## src/hdl/vsc_pkg.sv

```systemverilog
// ----------------------------------------------------------------------------
// Voxel surface classifier package
// Shared types, microcode word layout, step addresses and class codes.
// ----------------------------------------------------------------------------
package vsc_pkg;

    localparam int PC_W     = 5;
    localparam int CRD_W    = 8;
    localparam int NB_N     = 27;
    localparam int NB_READS = 26;
    localparam int NB_CENTRE = 13;

    typedef logic [PC_W-1:0] pc_t;

    localparam pc_t PC_WAIT     = 5'd0;
    localparam pc_t PC_RANGE    = 5'd1;
    localparam pc_t PC_WRITE    = 5'd2;
    localparam pc_t PC_CENTRE   = 5'd3;
    localparam pc_t PC_NB_FIRST = 5'd4;
    localparam pc_t PC_DRAIN    = 5'd30;
    localparam pc_t PC_RESULT   = 5'd31;

    localparam logic FUNC_WRITE = 1'b0;
    localparam logic OCC_SET    = 1'b1;

    localparam logic [2:0] CLASS_EMPTY  = 3'd0;
    localparam logic [2:0] CLASS_CORNER = 3'd1;
    localparam logic [2:0] CLASS_EDGE   = 3'd2;
    localparam logic [2:0] CLASS_FACE   = 3'd3;
    localparam logic [2:0] CLASS_INSIDE = 3'd4;

    typedef enum logic [2:0] {
        COND_NEXT,
        COND_ACCEPT,
        COND_OOR,
        COND_WRITE,
        COND_EMPTY,
        COND_OUT_FREE
    } cond_t;

    typedef struct packed {
        logic              take;
        logic              rd;
        logic              wr;
        logic              load_out;
        logic signed [1:0] dx;
        logic signed [1:0] dy;
        logic signed [1:0] dz;
        cond_t             cond;
        pc_t               target;
    } uword_t;

    typedef struct packed {
        logic busy;
        logic is_write;
        logic oor;
        logic centre_empty;
        logic out_free;
    } status_t;

endpackage

```

## src/hdl/vsc_sequencer.sv

```systemverilog
// ----------------------------------------------------------------------------
// Voxel surface classifier sequencer
// Step counter over a microcode table, with conditional jumps on status.
// ----------------------------------------------------------------------------
module vsc_sequencer (
    input  logic              aclk,
    input  logic              aresetn,
    input  logic              s_valid,
    input  vsc_pkg::status_t  status,
    output vsc_pkg::uword_t   ctrl,
    output logic              in_ready,
    output logic              accept
);

    import vsc_pkg::*;

    localparam logic [5:0] NB_OFS [NB_READS] = '{
        6'b111111, 6'b111100, 6'b111101,
        6'b110011, 6'b110000, 6'b110001,
        6'b110111, 6'b110100, 6'b110101,
        6'b001111, 6'b001100, 6'b001101,
        6'b000011,             6'b000001,
        6'b000111, 6'b000100, 6'b000101,
        6'b011111, 6'b011100, 6'b011101,
        6'b010011, 6'b010000, 6'b010001,
        6'b010111, 6'b010100, 6'b010101
    };

    function automatic uword_t mk(input logic take, input logic rd, input logic wr,
                                  input logic load_out, input logic [5:0] ofs,
                                  input cond_t cond, input pc_t target);
        uword_t w;
        w.take     = take;
        w.rd       = rd;
        w.wr       = wr;
        w.load_out = load_out;
        w.dz       = ofs[5:4];
        w.dy       = ofs[3:2];
        w.dx       = ofs[1:0];
        w.cond     = cond;
        w.target   = target;
        return w;
    endfunction

    function automatic uword_t ucode(input pc_t pc);
        pc_t    nb;
        uword_t w;
        nb = pc_t'(pc - PC_NB_FIRST);
        unique case (pc)
            PC_WAIT:   w = mk(1'b1, 1'b0, 1'b0, 1'b0, 6'b0, COND_ACCEPT, PC_RANGE);
            PC_RANGE:  w = mk(1'b0, 1'b0, 1'b0, 1'b0, 6'b0, COND_OOR, PC_RESULT);
            PC_WRITE:  w = mk(1'b0, 1'b0, 1'b1, 1'b0, 6'b0, COND_WRITE, PC_RESULT);
            PC_CENTRE: w = mk(1'b0, 1'b1, 1'b0, 1'b0, 6'b0, COND_NEXT, PC_WAIT);
            PC_NB_FIRST: begin
                w = mk(1'b0, 1'b1, 1'b0, 1'b0, NB_OFS[0], COND_EMPTY, PC_RESULT);
            end
            PC_DRAIN:  w = mk(1'b0, 1'b0, 1'b0, 1'b0, 6'b0, COND_NEXT, PC_WAIT);
            PC_RESULT: w = mk(1'b0, 1'b0, 1'b0, 1'b1, 6'b0, COND_OUT_FREE, PC_WAIT);
            default:   w = mk(1'b0, 1'b1, 1'b0, 1'b0, NB_OFS[nb], COND_NEXT, PC_WAIT);
        endcase
        return w;
    endfunction

    pc_t pc_reg;
    pc_t pc_next;
    pc_t pc_inc;

    assign ctrl     = ucode(pc_reg);
    assign in_ready = ctrl.take && !status.busy;
    assign accept   = in_ready && s_valid;
    assign pc_inc   = pc_t'(pc_reg + 1'b1);

    always_comb begin
        unique case (ctrl.cond)
            COND_NEXT:     pc_next = pc_inc;
            COND_ACCEPT:   pc_next = accept ? pc_inc : pc_reg;
            COND_OOR:      pc_next = status.oor ? ctrl.target : pc_inc;
            COND_WRITE:    pc_next = status.is_write ? ctrl.target : pc_inc;
            COND_EMPTY:    pc_next = status.centre_empty ? ctrl.target : pc_inc;
            COND_OUT_FREE: pc_next = status.out_free ? ctrl.target : pc_reg;
            default:       pc_next = PC_WAIT;
        endcase
    end

    always_ff @(posedge aclk) begin
        if (!aresetn) begin
            pc_reg <= PC_WAIT;
        end else begin
            pc_reg <= pc_next;
        end
    end

endmodule

```

## config.mk

```make
export PLATFORM = sky130hd
export DESIGN_NAME = vsc_sequencer
export DESIGN_NICKNAME = d
export VERILOG_FILES = /design/src/hdl/vsc_pkg.sv /design/src/hdl/vsc_sequencer.sv
export SDC_FILE = /design/constraint.sdc
export NUM_CORES = 1
export LEC_CHECK = 0
export BUFFER_PORTS_ARGS = -buffer_cell sky130_fd_sc_hd__buf_2
export CORE_ASPECT_RATIO = 1.25
export CORE_MARGIN = 8
export CORE_UTILIZATION = 45
export CTS_BUF_LIST = sky130_fd_sc_hd__clkbuf_8
export DETAILED_ROUTE_END_ITERATION = 8
export PLACE_DENSITY = 0.68
export SETUP_SLACK_MARGIN = 0.02
export SLEW_MARGIN = 20
export SYNTH_ARGS = -nofsm -noshare
export SYNTH_HDL_FRONTEND = slang
export SYNTH_SLANG_ARGS = --single-unit
```

## constraint.sdc

```tcl
create_clock -name aclk -period 5.9 [get_ports aclk]
set_input_delay 0.295 -clock aclk [delete_from_list [all_inputs] [get_ports aclk]]
set_output_delay 0.295 -clock aclk [all_outputs]
set_load 0.05 [all_outputs]
```

==> impl_metrics.toml <==
[yosys]
synthMuxAreaShare = 0.0319
yosysWarnings = 0
synth_top_area_cell = "ha_1"
synth_cell_type_count = 44
synth_top_family_by_area = "compound AO/OA/AOI/OAI gates"
synth_edf_count = 0
synth_xor_area_frac = 0.0343
syn_avg_cell_area_um2 = 7.35
synth_compound_gate_area_share = 0.319
postSynthCellCount = 139
yosys.area_share.simple = 0.259
synth_top_area_share = 0.147
ys_seq_area_frac = 0.0980
synth-seq-cells = 5
synthTopCellsByArea = "ha_1, dfxtp_1, nand2_1"
syn_nets = 159
synthAdderAreaFrac = 0.147
synth_area_um2 = 1020
synth-main-ff-cell = "dfxtp_1"
ys_async_sr_fraction = 0

[routing]
drt-initial-drc-count = 55
postRouteAntennaNets = 0
vias = 1082
wirelength_um = 2650
post_drt_wl_per_cell_um = 13.9
drc_errors = 0
dr.pass1.iters = 4
viasPerCell = 5.66

[setup_path]
cp.required_ns = 5.61
rr_startpoint = "pc_reg[2]"
reg2reg_slack_ns = 3.39
path_class = "register to output port"
startpoint_type = "register"
cp-end-kind = "output port"
arrival_ns = 2.84
worst_r2r_endpoint = "pc_reg[2]"
crit_path_max_fanout = 15
rr_worst_depth = 8

[min_path]
hp-start = "pc_reg[3]"
holdPathEnd = "pc_reg[3]"
hp-class = "register to register"
hold_depth = 2

[clocking]
htree_levels = 1
insertion_delay_ns = 0.22
clockBufferDepth = 2
numClockSinks = 5
cts_root_buffer = "clkbuf_8"
postCtsSetupBuffers = 0
path_clk_slew_ns = 0.03
postCtsHoldBufs = 0
cts_resized = 0
numCtsBuffers = 3
cts_tree = "yes"

[sta]
period_share = 0.532
setup_ws_ns = 2.76
rsz0062_at_grt = "no"
max_freq_mhz = 319
worstMarginPinSlew_ns = 0.624
relSlewSlack = 0.582
final.setup.tns_ns = 0
drv_slew = 0
finalHoldViolCount = 0
layout_min_cycle_time_ns = 3.14
setup_viol = 0
fin_skew_ns = 0.000341

[finish]
fill_cells = 222
drive_gt1_frac = 0.263
n_antenna_cell = 0
post-route-cell-area_um2 = 1160
largest_reg_flops = 5
nNetsFinal = 181
syn_to_final_growth_pct = 14.0

[global_route]
grt_pass1_wl_um = 4460
antenna_found_initial = 0
grt_start_max_net_pins = 16
first_global_vias = 995
gr-total-overflow = 0
gr-usage-all-layers = 0.130

[die]
die-area_um2 = 4060
initial_utilization = 0.467
core_um2 = 2190
die-width_um = 58.6
io_pins = 28
die_h_um = 69.3
fp-row-count = 19

[status]
status = "completed"

[place]
place_area_um2 = 1120
place_ws_ns = 3.00
port_buffers = 27
hpwlAfterDp_um = 2130
gp_congestion = 0.859

[flow_run]
maxCapViolCount = 0
-- worst max-delay path by stage --
stage | slack (ns) | from | to | depth (start not counted)
after floorplan | 2.46 | pc_reg[0] | ctrl[8] | 9
after global placement | 3.12 | pc_reg[2] | ctrl[8] | 8
after detailed placement | 3.00 | pc_reg[2] | ctrl[8] | 8
after CTS | 2.76 | pc_reg[2] | ctrl[8] | 8
after global routing | 2.56 | pc_reg[2] | ctrl[8] | 8
final | 2.76 | pc_reg[2] | ctrl[8] | 8
-- area by class of cell --
cell class | count | area [um2] | area share
multi-input cells | 114 | 807 | 0.694
clock buffers | 3 | 41.3 | 0.0355
repair buffers | 27 | 135 | 0.116
flip-flops and latches | 5 | 100 | 0.0860
well taps | 31 | 38.8 | 0.0333
inverters | 10 | 37.5 | 0.0323
clock inverters | 1 | 3.75 | 0.00323
-- cells by family (layout without fill, tap and decap cells) --
family / count (synthesis) / in the layout
AOI/OAI and AO/OA: 43 / 43
adders and majority gates: 12 / 12
DFF: 5 / 5
buffers and inverters: 20 / 41
xor gates and xnor gates: 4 / 4
and+or+nand+nor: 53 / 53
muxes: 2 / 2
-- placed cells by master, fill, tap and decap left out, drive strengths merged, types with 2 or more instances in the layout --
master,synthesis,routed
or3,4,4
o211ai,6,6
buf,8,27
o21ai,9,9
xnor2,3,3
inv,10,11
a21oi,10,10
nand2,21,21
dfxtp,5,5
nand3b,2,2
o31ai,4,4
a311oi,2,2
o221ai,2,2
ha,12,12
nor2,13,13
o41ai,2,2
clkbuf,2,3
and2,3,3
nand3,5,5
-- worst max-delay path: stages, from the launching register on --
cell	delay, ns
dfxtp_1	0.61
inv_1	0.15
ha_1	0.30
a22oi_2	0.22
o221ai_2	0.15
or3_1	0.50
o31ai_2	0.31
or2_1	0.13
buf_2	0.25
-- layer usage --
metal,GRT usage,share of wire,routed length [um]
met1,0.161,0.41,1080
met2,0.208,0.48,1260
met3,0.0278,0.10,277
met4,0.0560,0.014,36
met5,0,0,0
-- per-stage QoR --
step	hold WS (ns)	instances	util
2_1_floorplan	0.459	139	-
3_3_place_gp	0.482	187	0.511
3_5_place_dp	0.485	187	0.511
4_1_cts	0.488	191	0.532
5_1_grt	0.537	191	0.532
6_report	0.488	191	0.532
-- Yosys cell counts, types with 3 or more instances --
master    instances
dfxtp_1           5
a21oi_1           9
o211ai_1          6
o21ai_0           8
nand2_1          21
buf_4             4
inv_1            10
o31ai_1           3
buf_6             3
nor2_1           12
ha_1             12
xnor2_1           3
nand3_1           5
Power is left out: the tool's default activity adds up to more than one toggle a clock period on the data nets, which glitch-free logic cannot reach.
