--- src/hdl/vsc_pkg.sv ---
// ----------------------------------------------------------------------------
// Voxel surface classifier package
// Shared types, microcode word layout, step addresses and class codes.
// ----------------------------------------------------------------------------
package vsc_pkg;

    localparam int PC_W     = 5;
    localparam int CRD_W    = 8;
    localparam int NB_N     = 27;
    localparam int NB_READS = 26;
    localparam int NB_CENTRE = 13;

    typedef logic [PC_W-1:0] pc_t;

    localparam pc_t PC_WAIT     = 5'd0;
    localparam pc_t PC_RANGE    = 5'd1;
    localparam pc_t PC_WRITE    = 5'd2;
    localparam pc_t PC_CENTRE   = 5'd3;
    localparam pc_t PC_NB_FIRST = 5'd4;
    localparam pc_t PC_DRAIN    = 5'd30;
    localparam pc_t PC_RESULT   = 5'd31;

    localparam logic FUNC_WRITE = 1'b0;
    localparam logic OCC_SET    = 1'b1;

    localparam logic [2:0] CLASS_EMPTY  = 3'd0;
    localparam logic [2:0] CLASS_CORNER = 3'd1;
    localparam logic [2:0] CLASS_EDGE   = 3'd2;
    localparam logic [2:0] CLASS_FACE   = 3'd3;
    localparam logic [2:0] CLASS_INSIDE = 3'd4;

    typedef enum logic [2:0] {
        COND_NEXT,
        COND_ACCEPT,
        COND_OOR,
        COND_WRITE,
        COND_EMPTY,
        COND_OUT_FREE
    } cond_t;

    typedef struct packed {
        logic              take;
        logic              rd;
        logic              wr;
        logic              load_out;
        logic signed [1:0] dx;
        logic signed [1:0] dy;
        logic signed [1:0] dz;
        cond_t             cond;
        pc_t               target;
    } uword_t;

    typedef struct packed {
        logic busy;
        logic is_write;
        logic oor;
        logic centre_empty;
        logic out_free;
    } status_t;

endpackage

--- src/hdl/vsc_datapath.sv ---
// ----------------------------------------------------------------------------
// Voxel surface classifier datapath
// Item latch, neighbour addressing, neighbour gathering, classification,
// grid clearing after reset and the result register.
// ----------------------------------------------------------------------------
module vsc_datapath #(
    parameter int MAX_DIM = 16,
    parameter int DEPTH   = 4096,
    parameter int AW      = 12
) (
    input  logic             aclk,
    input  logic             aresetn,
    input  logic             accept,
    input  logic             s_func,
    input  logic [3:0]       s_pos_x,
    input  logic [3:0]       s_pos_y,
    input  logic [3:0]       s_pos_z,
    input  logic             s_occupied,
    input  vsc_pkg::uword_t  ctrl,
    input  logic [4:0]       size_x,
    input  logic [4:0]       size_y,
    input  logic [4:0]       size_z,
    input  logic             skip_corner_edge,
    output vsc_pkg::status_t status,
    output logic             ram_we,
    output logic [AW-1:0]    ram_addr,
    output logic             ram_wdata,
    input  logic             ram_rdata,
    output logic             m_valid,
    input  logic             m_ready,
    output logic [2:0]       m_voxel_class,
    output logic             m_in_corner_list,
    output logic             m_out_of_range
);

    import vsc_pkg::*;

    function automatic logic [4:0] cell_idx(input int dx, input int dy, input int dz);
        return 5'((dz + 1) * 9 + (dy + 1) * 3 + dx + 1);
    endfunction

    logic                    func_reg;
    logic [3:0]              pos_x_reg;
    logic [3:0]              pos_y_reg;
    logic [3:0]              pos_z_reg;
    logic                    occupied_reg;
    logic [NB_N-1:0]         nb_reg;
    logic                    pend_reg;
    logic                    pend_ok_reg;
    logic [4:0]              pend_idx_reg;
    logic                    clr_busy_reg;
    logic [AW-1:0]           clr_addr_reg;
    logic                    m_valid_reg;
    logic [2:0]              m_class_reg;
    logic                    m_list_reg;
    logic                    m_oor_reg;

    logic signed [CRD_W-1:0] eff_x;
    logic signed [CRD_W-1:0] eff_y;
    logic signed [CRD_W-1:0] eff_z;
    logic signed [CRD_W-1:0] nx;
    logic signed [CRD_W-1:0] ny;
    logic signed [CRD_W-1:0] nz;
    logic                    nb_in_rng;
    logic [AW-1:0]           nb_addr;
    logic                    is_write;
    logic                    out_free;
    logic                    corner_hit;
    logic                    edge_hit;
    logic                    face_hit;
    logic [2:0]              cls;
    logic [2:0]              res_class;

    assign eff_x = (size_x > MAX_DIM) ? CRD_W'(MAX_DIM) : $signed(CRD_W'(size_x));
    assign eff_y = (size_y > MAX_DIM) ? CRD_W'(MAX_DIM) : $signed(CRD_W'(size_y));
    assign eff_z = (size_z > MAX_DIM) ? CRD_W'(MAX_DIM) : $signed(CRD_W'(size_z));

    assign nx = $signed(CRD_W'(pos_x_reg)) + CRD_W'(ctrl.dx);
    assign ny = $signed(CRD_W'(pos_y_reg)) + CRD_W'(ctrl.dy);
    assign nz = $signed(CRD_W'(pos_z_reg)) + CRD_W'(ctrl.dz);

    assign nb_in_rng = !nx[CRD_W-1] && !ny[CRD_W-1] && !nz[CRD_W-1] &&
                       (nx < eff_x) && (ny < eff_y) && (nz < eff_z);

    assign nb_addr = (AW'(nz) * AW'(MAX_DIM) + AW'(ny)) * AW'(MAX_DIM) + AW'(nx);

    assign is_write = (func_reg == FUNC_WRITE);
    assign out_free = !m_valid_reg || m_ready;

    assign ram_we    = clr_busy_reg || (ctrl.wr && is_write && nb_in_rng);
    assign ram_addr  = clr_busy_reg ? clr_addr_reg : nb_addr;
    assign ram_wdata = clr_busy_reg ? 1'b0 : (occupied_reg == OCC_SET);

    assign status.busy         = clr_busy_reg;
    assign status.is_write     = is_write;
    assign status.oor          = !nb_in_rng;
    assign status.centre_empty = !(pend_ok_reg && ram_rdata);
    assign status.out_free     = out_free;

    always_comb begin
        int  ox;
        int  oy;
        int  oz;
        int  sa;
        int  sb;
        logic all_empty;
        corner_hit = 1'b0;
        edge_hit   = 1'b0;
        face_hit   = 1'b0;
        for (int o = 0; o < 8; o++) begin
            ox = o[0] ? -1 : 1;
            oy = o[1] ? -1 : 1;
            oz = o[2] ? -1 : 1;
            all_empty = 1'b1;
            for (int a = 0; a < 2; a++) begin
                for (int b = 0; b < 2; b++) begin
                    for (int c = 0; c < 2; c++) begin
                        if (a + b + c != 0) begin
                            all_empty = all_empty && !nb_reg[cell_idx(a * ox, b * oy, c * oz)];
                        end
                    end
                end
            end
            corner_hit = corner_hit || all_empty;
        end
        for (int s = 0; s < 4; s++) begin
            sa = s[0] ? -1 : 1;
            sb = s[1] ? -1 : 1;
            edge_hit = edge_hit ||
                (!nb_reg[cell_idx(sa, 0, 0)] && !nb_reg[cell_idx(0, sb, 0)] &&
                 !nb_reg[cell_idx(sa, sb, 0)]) ||
                (!nb_reg[cell_idx(0, sa, 0)] && !nb_reg[cell_idx(0, 0, sb)] &&
                 !nb_reg[cell_idx(0, sa, sb)]) ||
                (!nb_reg[cell_idx(sa, 0, 0)] && !nb_reg[cell_idx(0, 0, sb)] &&
                 !nb_reg[cell_idx(sa, 0, sb)]);
        end
        for (int f = 0; f < 2; f++) begin
            sa = f[0] ? -1 : 1;
            face_hit = face_hit || !nb_reg[cell_idx(sa, 0, 0)] ||
                       !nb_reg[cell_idx(0, sa, 0)] || !nb_reg[cell_idx(0, 0, sa)];
        end
    end

    always_comb begin
        priority if (!nb_reg[NB_CENTRE]) begin
            cls = CLASS_EMPTY;
        end else if (!skip_corner_edge && corner_hit) begin
            cls = CLASS_CORNER;
        end else if (!skip_corner_edge && edge_hit) begin
            cls = CLASS_EDGE;
        end else if (face_hit) begin
            cls = CLASS_FACE;
        end else begin
            cls = CLASS_INSIDE;
        end
        res_class = (is_write || !nb_in_rng) ? CLASS_EMPTY : cls;
    end

    always_ff @(posedge aclk) begin
        if (accept) begin
            func_reg     <= s_func;
            pos_x_reg    <= s_pos_x;
            pos_y_reg    <= s_pos_y;
            pos_z_reg    <= s_pos_z;
            occupied_reg <= s_occupied;
        end
        if (accept) begin
            nb_reg <= '0;
        end else if (pend_reg) begin
            nb_reg[pend_idx_reg] <= pend_ok_reg && ram_rdata;
        end
        pend_ok_reg  <= nb_in_rng;
        pend_idx_reg <= cell_idx(int'(ctrl.dx), int'(ctrl.dy), int'(ctrl.dz));
        if (ctrl.load_out && out_free) begin
            m_class_reg <= res_class;
            m_list_reg  <= (res_class == CLASS_CORNER) || (res_class == CLASS_EDGE);
            m_oor_reg   <= !nb_in_rng;
        end
    end

    always_ff @(posedge aclk) begin
        if (!aresetn) begin
            pend_reg     <= 1'b0;
            clr_busy_reg <= 1'b1;
            clr_addr_reg <= '0;
            m_valid_reg  <= 1'b0;
        end else begin
            pend_reg <= ctrl.rd && !clr_busy_reg;
            if (clr_busy_reg) begin
                clr_addr_reg <= AW'(clr_addr_reg + 1'b1);
                if (clr_addr_reg == AW'(DEPTH - 1)) begin
                    clr_busy_reg <= 1'b0;
                end
            end
            if (ctrl.load_out && out_free) begin
                m_valid_reg <= 1'b1;
            end else if (m_ready) begin
                m_valid_reg <= 1'b0;
            end
        end
    end

    assign m_valid          = m_valid_reg;
    assign m_voxel_class    = m_class_reg;
    assign m_in_corner_list = m_list_reg;
    assign m_out_of_range   = m_oor_reg;

endmodule

--- config.mk ---
export PLATFORM = sky130hd
export DESIGN_NAME = vsc_datapath
export DESIGN_NICKNAME = d
export VERILOG_FILES = /design/src/hdl/vsc_pkg.sv /design/src/hdl/vsc_datapath.sv
export SDC_FILE = /design/constraint.sdc
export NUM_CORES = 1
export LEC_CHECK = 0
export ABC_CLOCK_PERIOD_IN_PS = 4300
export BUFFER_PORTS_ARGS = -buffer_cell sky130_fd_sc_hd__buf_2
export CAP_MARGIN = 20
export CORE_MARGIN = 4
export CORE_UTILIZATION = 46
export CTS_BUF_LIST = sky130_fd_sc_hd__clkbuf_16
export CTS_CLUSTER_DIAMETER = 60
export CTS_CLUSTER_SIZE = 16
export DETAILED_ROUTE_END_ITERATION = 16
export PLACE_DENSITY = 0.75
export REMOVE_ABC_BUFFERS = 1
export SLEW_MARGIN = 20
export SYNTH_ARGS = -nofsm -noshare
export SYNTH_HDL_FRONTEND = slang
export SYNTH_SLANG_ARGS = --single-unit
--- constraint.sdc ---
create_clock -name aclk -period 4.3 [get_ports aclk]
set_clock_uncertainty 0.15 [all_clocks]
set_input_delay 0.645 -clock aclk [delete_from_list [all_inputs] [get_ports aclk]]
set_output_delay 0.645 -clock aclk [all_outputs]
set_load 0.005 [all_outputs]
==> metrics.txt <==
run status finished, violations left; violations in the final reports negative setup slack; final setup vio count 2; fraction of power consumed by sequential logic 0.309; ports placed on the boundary slightly below 80; total global-route track usage 0.195; via density per instance 5.38; Arr. time, crit path 3.87 ns; FMAX 214 MHz; Post-Layout Inst Area 6040 um^2; worst path cell trace ha_4 -> fa_2 -> a21oi_2 -> nor2_1 -> nor2_1 -> xnor2_1 -> ha_2 -> fa_2 -> xor2_1 -> ha_2 -> nor2_2 -> nor2_2 -> buf_4 -> a211o_1 -> a21oi_2 -> a2111oi_4 -> buf_2; clock share of power 0.314; core area 9910 um^2; drt pass-1 iters 7; maximum fanout encountered on the critical timing path 3; worst slew margin relative to its limit 0.377; type of the setup path with the least slack register to primary output; Post-Syn Area 4760 um^2; number of standard-cell rows in the floorplan 36; DR DRC count 0; maximum ir drop on the vdd rail 0.208 mV; antenna diode count 0; proportion of synthesized chip area in sequential cells 0.322; Critical Path Sink Type primary output; Via Count 4233; wire length of the first global-routing pass 18.6 mm; sequential standard cell area 1530 um^2; Final period util 1.08; HPWL after detailed placement 8.45 mm; final hold vios 0; maximum capacitance violations 0; placement-stage cell area about 5400 um^2; total number of yosys warnings 0; most frequent cells in the layout 66 x nand2_1, 65 x buf_2, 49 x buf_4; min cycle time layout 4.66 ns; CTS H-Tree Depth 3; vias in the first global route 3987; clock root buffer clkbuf_16; antenna violations before repair 0; effective utilization at floorplan 0.480; number of clock sinks 67; number of buffers added by the clock tree synthesis step 9; unrepaired setup endpoints after global routing yes; slew at the pin with the worst max-slew slack 0.933 ns; leading cell type in the layout, fill and taps excluded nand2_1; Seq cells post-synth 67; post-route antenna net violation count 0; final net count between 700 and 800; Total Wirelength 11.7 mm; number of synthesized flops with an enable pin 19; flip-flop count of the largest register, all copies and words added 27; count of input and output buffers between 60 and 70; critical path startpoint category register; largest net degree at the start of global routing 42; switching pwr 0.000790 W; placer's final routability congestion estimate 0.853; reported leakage power 2.59 nW; Vert. Die Dim 110 um; Max Buffers Root-to-Sink 2; Worst-path clk slew approximately 0.06 ns; residual overflow from global routing 0; Slowest cell on crit path edfxtp_1; P&R area growth vs syn 26.9%; source-to-sink clock delay at the later pin of the worst-skew pair 0.33 ns; Slowest Stage Delay on Critical Path 0.41 ns; Comb pwr share 0.377; hold buffer count at CTS 0; final setup slack of the worst path -0.363 ns; overall die width 110 um; internal power 0.00160 W; kind of path behind the tightest hold check register to register; Power per Cell Area 395 nW/um^2; layout cells sized above 1 0.278; Filler Cells Inserted 771; count of routing violations after the opening detailed-route iteration roughly 290; mean post-synth cell area a little under 9 um^2; Total Die Area 12000 um^2; share of async-settable or async-resettable flops after synthesis 0; average detailed-routed wire length per instance about 15 um; synthesized netlist cell count between 500 and 600; flip-flop cell with the highest count after synthesis dfxtp_1; worst path required time 3.50 ns; area used by multi-input combinational logic 3150 um^2; number of library cell types mapped by synthesis just over 60; TritonCTS clock tree done; share of the core filled with cells in the final layout 0.609; switching portion of total power 0.331; number of pins with negative max-slew slack in the final report 0
## cells by family after synthesis
| family | after synthesis | share of synthesized area |
|---|---|---|
| AND/OR/NAND/NOR | 193 | 0.211 |
| AO/OA/AOI/OAI | 115 | 0.150 |
| flip-flops | 67 | 0.322 |
| buffers and inverters | 65 | 0.0576 |
| adder cells (fa/ha/maj) | 63 | 0.178 |
| XOR/XNOR | 34 | 0.0665 |
| multiplexers | 6 | 0.0137 |
## final cells by class
cell class              instances  share of cell area
repair buffers                117               0.120
well taps                     133              0.0276
inverters                      43              0.0267
clock buffers                   9              0.0373
multi-input cells             411               0.522
clock inverters                 7              0.0128
flip-flops and latches         67               0.254
## final timing paths
kind | start | to | slack (ns) | cells after the start
worst min-delay path | nb_reg[18]$_SDFFE_PP0P_ | nb_reg[18]$_SDFFE_PP0P_ | 0.31 | 2
worst max-delay path | pos_y_reg[0]$_DFFE_PP_ | ram_addr[11] | -0.36 | 17
worst max register to register | pos_x_reg[0]$_DFFE_PP_ | m_voxel_class[2]$_DFFE_PP_ | 0.89 | 16
worst min register to register | nb_reg[18]$_SDFFE_PP0P_ | nb_reg[18]$_SDFFE_PP0P_ | 0.31 | 2
## worst max-delay path, delay by kind of cell, from the launching register on
kind	cells	cell delay [ns]
XOR/XNOR	2	0.25
AND/OR/NAND/NOR	4	0.38
adder cells (fa/ha/maj)	5	1.47
flip-flops	1	0.41
buffers and inverters	2	0.32
AO/OA/AOI/OAI	4	0.70
## cells in the mapped netlist, types with 4 or more instances
master	n	area [um^2]
nand2_1	66	248
ha_1	55	688
dfxtp_1	48	961
inv_1	43	161
a21oi_1	40	200
o21ai_0	28	140
nor2_1	24	90.1
nand3_1	23	115
xnor2_1	23	201
edfxtp_1	19	571
and2_1	15	93.8
or3_1	14	87.6
clkbuf_1	12	45.0
a21o_1	11	82.6
xor2_1	10	87.6
fa_1	8	160
nor3_1	8	40.0
a21boi_0	6	45.0
buf_1	5	18.8
nand4_1	5	31.3
nor3b_1	5	37.5
a211o_1	4	35.0
buf_4	4	30.0
mux2_2	4	45.0
nand3b_1	4	30.0
nor2b_1	4	25.0
## metal layers
metal / wire length [um] / vias to the layer above / track usage
li1: - / 2111 / -
met1: 5070 / 1975 / 0.256
met2: 5690 / 123 / 0.326
met3: 693 / 24 / 0.0346
met4: 227 / 0 / 0.0614
met5: 0 / - / 0
## power groups by stage
stage,sequential (W),combinational [W],clock (W)
2_1_floorplan,0.000737,0.000459,0
3_3_place_gp,0.000744,0.000669,0
3_5_place_dp,0.000747,0.000702,0
4_1_cts,0.000735,0.000787,0.000755
5_1_grt,0.000743,0.000989,0.000784
6_report,0.000737,0.000900,0.000748
## metrics by stage
step                hold WS, ns  setup slack [ns]  total power [W]  setup TNS [ns]  cells
detailed placement        0.302            -0.565          0.00145          -0.880    758
global route              0.329            -0.472          0.00252          -0.834    787
CTS                       0.313            -0.221          0.00228          -0.263    782
global placement          0.296            -0.447          0.00141          -0.653    758
finish                    0.311            -0.363          0.00238          -0.517    787
floorplan                 0.280            0.0388          0.00120               0    521
## timing repair
action	CTS	global route
pin swaps	14	24
setup buffers	9	8
gates resized for setup	27	21
endpoints found under the setup margin	2	5
Power figures use the tool's default switching activity.
